`src/design/exr_pkg.sv`:
```
// ----------------------------------------------------------------------------
// exr_pkg: shared constants, types and helpers for the Euler XYZ rotator
// Holds format constants, the arctangent table and the pipeline item type.
// ----------------------------------------------------------------------------
package exr_pkg;

  localparam int CompW      = 32;
  localparam int AngW       = 18;
  localparam int Stages     = 16;
  localparam int StageW     = $clog2(Stages);
  localparam int TrigW      = 32;   // Q2.30 cosine and sine
  localparam int ZW         = 32;   // angle accumulator, degrees * 2^22
  localparam int FullTurn   = 92160;
  localparam int HalfTurn   = 46080;
  localparam int QuarterTurn = 23040;
  localparam int InvGainQ30 = 652032874;
  localparam int WideW      = CompW + 4;   // rotated components before clamping

  typedef logic signed [TrigW-1:0] trig_t;
  typedef logic signed [ZW-1:0]    zacc_t;
  typedef logic signed [WideW-1:0] wide_t;

  // One angle rotator lane: CORDIC x/y/z and the half-turn flip
  typedef struct packed {
    trig_t x;
    trig_t y;
    zacc_t z;
    logic  flip;
  } lane_t;

  // Item moving down the CORDIC chain
  typedef struct packed {
    logic [CompW-1:0] vx;
    logic [CompW-1:0] vy;
    logic [CompW-1:0] vz;
    lane_t            lx;
    lane_t            ly;
    lane_t            lz;
  } cell_t;

  function automatic zacc_t atan_q22(input int i);
    zacc_t t;
    case (i)
      0: t = 188743680; 1: t = 111421900; 2: t = 58872272; 3: t = 29884485;
      4: t = 15000234;  5: t = 7507429;   6: t = 3754631;  7: t = 1877430;
      8: t = 938729;    9: t = 469366;    10: t = 234683;  11: t = 117342;
      12: t = 58671;    13: t = 29335;    14: t = 14668;   15: t = 7334;
      16: t = 3667;     17: t = 1833;     18: t = 917;     19: t = 458;
      20: t = 229;      21: t = 115;      22: t = 57;      23: t = 29;
      24: t = 14;       25: t = 7;        26: t = 4;       27: t = 2;
      28: t = 1;
      default: t = '0;
    endcase
    return t;
  endfunction

  // round(a * b / 2^30), half up; a is at most WideW bits
  function automatic wide_t mul_q30(input wide_t a, input trig_t b);
    logic signed [WideW+TrigW-1:0] p;
    p = a * b + ((WideW+TrigW)'(1) <<< 29);
    return wide_t'(p >>> 30);
  endfunction

endpackage

```
`src/design/exr_cell.sv`:
```
// ----------------------------------------------------------------------------
// exr_cell: one CORDIC iteration for all three angle lanes
// Shifts by a fixed amount set by the cell's place in the chain.
// ----------------------------------------------------------------------------
module exr_cell (
  input  logic                        clk,
  input  logic                        en,
  input  logic [exr_pkg::StageW-1:0]  stage,
  input  exr_pkg::cell_t              d,
  output exr_pkg::cell_t              q
);
  import exr_pkg::*;

  function automatic lane_t step(input lane_t l);
    lane_t r;
    zacc_t a;
    a = atan_q22(int'(stage));
    r = l;
    if (!l.z[ZW-1]) begin
      r.x = l.x - (l.y >>> stage);
      r.y = l.y + (l.x >>> stage);
      r.z = l.z - a;
    end else begin
      r.x = l.x + (l.y >>> stage);
      r.y = l.y - (l.x >>> stage);
      r.z = l.z + a;
    end
    return r;
  endfunction

  // advance one iteration when the chain moves
  always_ff @(posedge clk) begin
    if (en) begin
      q.vx <= d.vx;
      q.vy <= d.vy;
      q.vz <= d.vz;
      q.lx <= step(d.lx);
      q.ly <= step(d.ly);
      q.lz <= step(d.lz);
    end
  end
endmodule
```
`config.mk`:
```
export PLATFORM = sky130hd
export DESIGN_NAME = exr_cell
export DESIGN_NICKNAME = d
export VERILOG_FILES = /design/src/design/exr_pkg.sv /design/src/design/exr_cell.sv
export SDC_FILE = /design/constraint.sdc
export NUM_CORES = 2
export LEC_CHECK = 0
export BUFFER_PORTS_ARGS = -buffer_cell sky130_fd_sc_hd__buf_2
export CAP_MARGIN = 20
export CORE_AREA = 2 2 304 306
export CTS_CLUSTER_SIZE = 8
export DETAILED_ROUTE_END_ITERATION = 8
export DIE_AREA = 0 0 306 308
export PLACE_DENSITY_LB_ADDON = 0.2
export SKIP_CTS_REPAIR_TIMING = 1
export SLEW_MARGIN = 20
export SYNTH_ARGS = -nofsm -noshare
export SYNTH_HDL_FRONTEND = slang
export SYNTH_SLANG_ARGS = --single-unit
```
`constraint.sdc`:
```
create_clock -name clk -period 8.5 [get_ports clk]
set_input_delay 0.425 -clock clk [delete_from_list [all_inputs] [get_ports clk]]
set_output_delay 0.425 -clock clk [all_outputs]
set_load 0.05 [all_outputs]
```
### Word level (Yosys, flattened, before mapping)

Memories as Yosys holds them, arrays and structs flattened.
Cells that the tools add are included.

* add/sub/neg operators: 18
* shift-type cells: 6
* mux-type cells: 6

Operators by type and width (number)
* 32-bit adder: 9
* 96-bit two-way mux: 3
* 32-bit subtractor: 9
* 32-bit by 4-bit >>> shifter with 32-bit output: 6
* 32-bit two-way mux: 3

* register bits after elaboration: 387
* bits in read-only memories: 1344
* input bits: 393
* output and inout bits: 387
* word-level logic and storage cells: 48
* memories: 3

Memories
* (no name shown): words 16, bits a word 28, read ports 1, clocked after Yosys merged registers in 0, wr ports 0, RTL line exr_pkg.sv:43 `case (i)`
* (no name shown): words 16, bits a word 28, read ports 1, clocked after Yosys merged registers in 0, wr ports 0, RTL line exr_pkg.sv:43
* (no name shown): words 16, bits a word 28, read ports 1, clocked after Yosys merged registers in 0, wr ports 0, RTL line exr_pkg.sv:43

### Depth between registers and ports, before layout

An unclocked memory read counts as a cell.

* word-level depth: 4
* mapped depth: 32
* mapped depth without buffers: 26

### Least setup slack after synthesis

No wires, ideal clock.

* path kind: input -> register
* from: input port stage[1] in the netlist's numbering
* to: register q[123] in the netlist's numbering, data pin
* library setup time: 0.265 ns
* arrival time: 7.272 ns
* data required time: 8.235 ns
* setup slack: 0.963 ns
* cell stages on the path: 31
* path buffers: 7
* path through: buf_4 inv_2 buf_2 buf_2 clkbuf_1 buf_1 buf_1 ha_1 clkbuf_1 o211ai_1 o21a_1 ha_1 inv_1 or2_2 nor4b_2 nand3_1 nor3_2 nor3b_1 nor2_1 xor2_1 ha_1 a21o_1 a21o_1 a21oi_1 o21a_1 o31ai_1 a31o_2 o311a_1 a21boi_0 o21ai_0 xor2_1

* longest elaborated chain between the ends: 4
* elaborated cells between the ends (all ways): 5
* classes of those cells: add/sub (2); mux (2); memory (1)

RTL lines
* start, declared: RTL line exr_cell.sv:8 `input logic [exr_pkg::StageW-1:0] stage,`
* memory 16 x 28 bit (*)
* 32-bit two-way mux (*): RTL line exr_cell.sv:33 `if (en) begin`
* 32-bit subtractor / 32-bit adder (equally long branches): RTL line exr_cell.sv:22, exr_cell.sv:26
* 96-bit two-way mux (*): RTL line exr_cell.sv:19 `if (!l.z[ZW-1]) begin`
* end, declared: RTL line exr_cell.sv:10 `output exr_pkg::cell_t q`

Every way passes the cells marked *; elsewhere a longest branch is shown, timed or not. The select of a mux whose other input is x is not followed.
A chain may end at the register's enable or synchronous reset.

### Worst setup path in the final report

* from: input port stage[0] in the netlist's numbering
* to: register q[123] in the netlist's numbering, data pin

The elaborated chain is that of the path after synthesis.

==> flow_summary.yaml <==
logic_synthesis:
  ys_seq_elements: 387
  synth-adder-area-share_pct: 10.4
  synth_xor_area_share_pct: 9.76
  synth_top_area_share_pct: 28.0
  synth_compound_area_share_pct: 17.8
  ys_async_sr_fraction_pct: 0
  area_of_the_mapped_netlist_mm2: 0.0414
  synth.avg_cell_area_um2: 9.70
  synth.mux.area_fraction_pct: 17.0
  synth_cells: 4273
  yosysWarningCount: 0
  dominantRegCellSynth: "edfxtp_1"
  post_synth_num_cell_types: 95
  synth_largest_area_cell: "edfxtp_1"
  ys_top_cells_by_area: "edfxtp_1, mux4_2, ha_1"
  synthesis.nets: 5004
  yosysSeqAreaShare_pct: 28.0
  synthSimpleGateAreaFrac_pct: 13.4
  synth-edff-count: 387
  largest_family_of_logic_cells_by_synthesized_area: "compound AO/OA/AOI/OAI gates"
sta:
  min_period_over_period_pct: 80.4
  final-max-slew-violation-count: 0
  setup_repair_after_global_routing_missed_its_margin: "no"
  finalHoldViolCount: 0
  tns_setup_ns: 0
  layout_min_cycle_time_ns: 6.83
  fin_worst_hold_slack_ns: 0.138
  tightest_slew_ns: 1.08
  max_slew_margin_pct: 28.3
  max_freq_mhz: 146
  finalSetupViolations: 0
critical_path:
  startpoint: "stage[0]"
  worstSetupPathType: "in2reg"
  cp_top_family: "compound AO/OA/AOI/OAI gates"
  critPathMostFrequentCell: "ha_1"
  critical_path_peak_fanout: 63
  crit_path_start_kind: "input pin"
  timing.critical_path.slowest_cell_delay_ns: 0.52
  critical_path_arrival_ns: 7.20
  crit_required_ns: 8.87
  capturing_element_type_of_the_critical_path: "flop"
  cp.buffers_inverters: 3
  worst_path_max_delay_cell: "ha_1"
clocking:
  max-clock-path-buffers: 3
  tritoncts: "done"
  cts_num_sinks: 387
  path_clk_slew_ns: 0.05
  tritoncts.num_buffers: 55
  clock-root-buffer: "clkbuf_16"
  ctsHtreeMaxLevel: 2
cells_and_area:
  commonest_cells_after_routing_fill_and_taps_aside: "buf_2, a21oi_1, nand2_1, edfxtp_1, ha_1"
  drive_gt1_share_pct: 24.1
  syn2layout_area_growth_pct: 17.4
  regs_by_ff_count: "q (387)"
  area.sequential_mm2: 0.0116
  mostFrequentLayoutCell: "buf_2"
  nFillCells: 8266
  multi_input_area_mm2: 0.0284
  largest_register: "q"
  final_nets: 5772
  largest_register_ff_count: 387
pwr:
  total_leakage_power_nw: 20.5
  power.total_w: 0.0105
  cellPowerDensity_mw_per_mm2: 216
  worst_ir_drop_vdd_uv: 189
grt:
  first_global_vias: 35000
  total_routing_usage_reported_by_global_routing_pct: 29.4
  globalRouteOverflowTotal: 0
  grt_antenna_before_repair: 32
  grt_pass1_wl_mm: 214
  largest_net_degree_at_the_start_of_global_routing: 127
drt:
  wl_mm: 147
  drt.antenna.violating_nets: 0
  drc: 0
  avgViaCountPerCell: 6.01
  num_vias: 37600
  first_iter_violations: 3761
  drt_first_pass_iters: 6
  average_wire_per_standard_cell_um: 23.4
run:
  timing.max_cap.violations: 0
hold_path:
  min-delay-path-class: "in2reg"
  whs_path_depth: 2
  holdPathEnd: "q[195]"
  hold_start: "d[195]"
die:
  die_w_um: 306
  core_area_mm2: 0.0910
  start_util_pct: 45.6
  io-pin-count: 780
  floorplan.die_area_mm2: 0.0942
  site_rows: 111
  fp.dieH_um: 308
placement:
  portBuffers: 779
  detailedPlacementHpwl_mm: 114
  place_congestion: 0.961
status:
  run_status: "finished clean"
-- per-stage QoR --
| stage | instance area (um2) | util, % | setup slack (ns) | std cells |
|---|---|---|---|---|
| global placement | 46100 | 50.7 | 1.18 | 6071 |
| detailed placement | 46100 | 50.7 | 1.04 | 6071 |
| global route | 48600 | 53.5 | 1.11 | 6248 |
| floorplan | 41400 | - | 0.963 | 4273 |
| CTS | 47600 | 52.3 | 1.69 | 6135 |
| finish | 48700 | 53.5 | 1.67 | 6256 |
-- logic make-up (layout without fill, tap and decap cells) --
family,count (synthesis),after routing
XOR/XNOR,462,462
other,0,22
multiplexers,409,409
buffers and inverters,313,1088
adder cells (fa/ha/maj),338,338
flip-flops,387,387
AND/OR/NAND/NOR,1177,1177
AO/OA/AOI/OAI,1187,1187
-- worst max path at each step --
stage | cells after the start | endpoint
detailed placement | 25 | q[123]
floorplan | 31 | q[123]
finish | 25 | q[123]
CTS | 25 | q[123]
global route | 24 | q[31]
global placement | 25 | q[123]
-- area by class of cell --
cell class,count,area share [%]
multi-input combinational,3573,58.3
sequential,387,23.9
timing repair buffer,905,10.7
antenna,22,0.113
clock buffer,57,2.84
clock inverter,7,0.165
inverter,119,0.934
tap,1186,3.05
-- where the power goes --
| part | total [W] | leakage, nW | internal [W] | switching [W] |
|---|---|---|---|---|
| sequential | 0.00286 | 3.79 | 0.00272 | 0.000144 |
| combinational | 0.00566 | 16.0 | 0.00185 | 0.00381 |
| clock | 0.00199 | 0.713 | 0.00114 | 0.000849 |
| total | 0.0105 | 20.5 | 0.00571 | 0.00480 |
-- Yosys cell counts (10+ instances only) --
cell	count
a21oi_1	403
nand2_1	392
edfxtp_1	387
ha_1	329
nor2_1	323
xnor2_1	304
o21ai_0	238
mux4_2	230
xor2_1	158
a21o_1	118
mux2i_1	117
inv_1	113
nand3_1	81
a31oi_1	79
nor3_1	77
clkbuf_1	64
mux2_2	61
o21a_1	61
and3_1	60
buf_2	56
nand2b_1	51
o21bai_1	46
buf_1	43
and2_1	37
nor2b_1	37
a211oi_1	31
o211ai_1	31
nand4_1	23
or3_1	21
a21boi_0	18
o31ai_1	18
a31o_2	15
buf_6	15
or2_2	15
buf_4	12
a41oi_1	11
o31a_1	11
o311ai_0	10
-- metal layers --
layer	wire [um]	share of wire, %	global-route usage (%)	vias up
met1	55700	38	35.6	17900
met2	73600	50	51.6	1633
met4	6580	4.5	12.7	24
met3	10700	7.3	5.00	322
li1	-	-	-	17700
met5	143	0.098	0	-
Note: power is estimated with default switching activity, not from simulation.
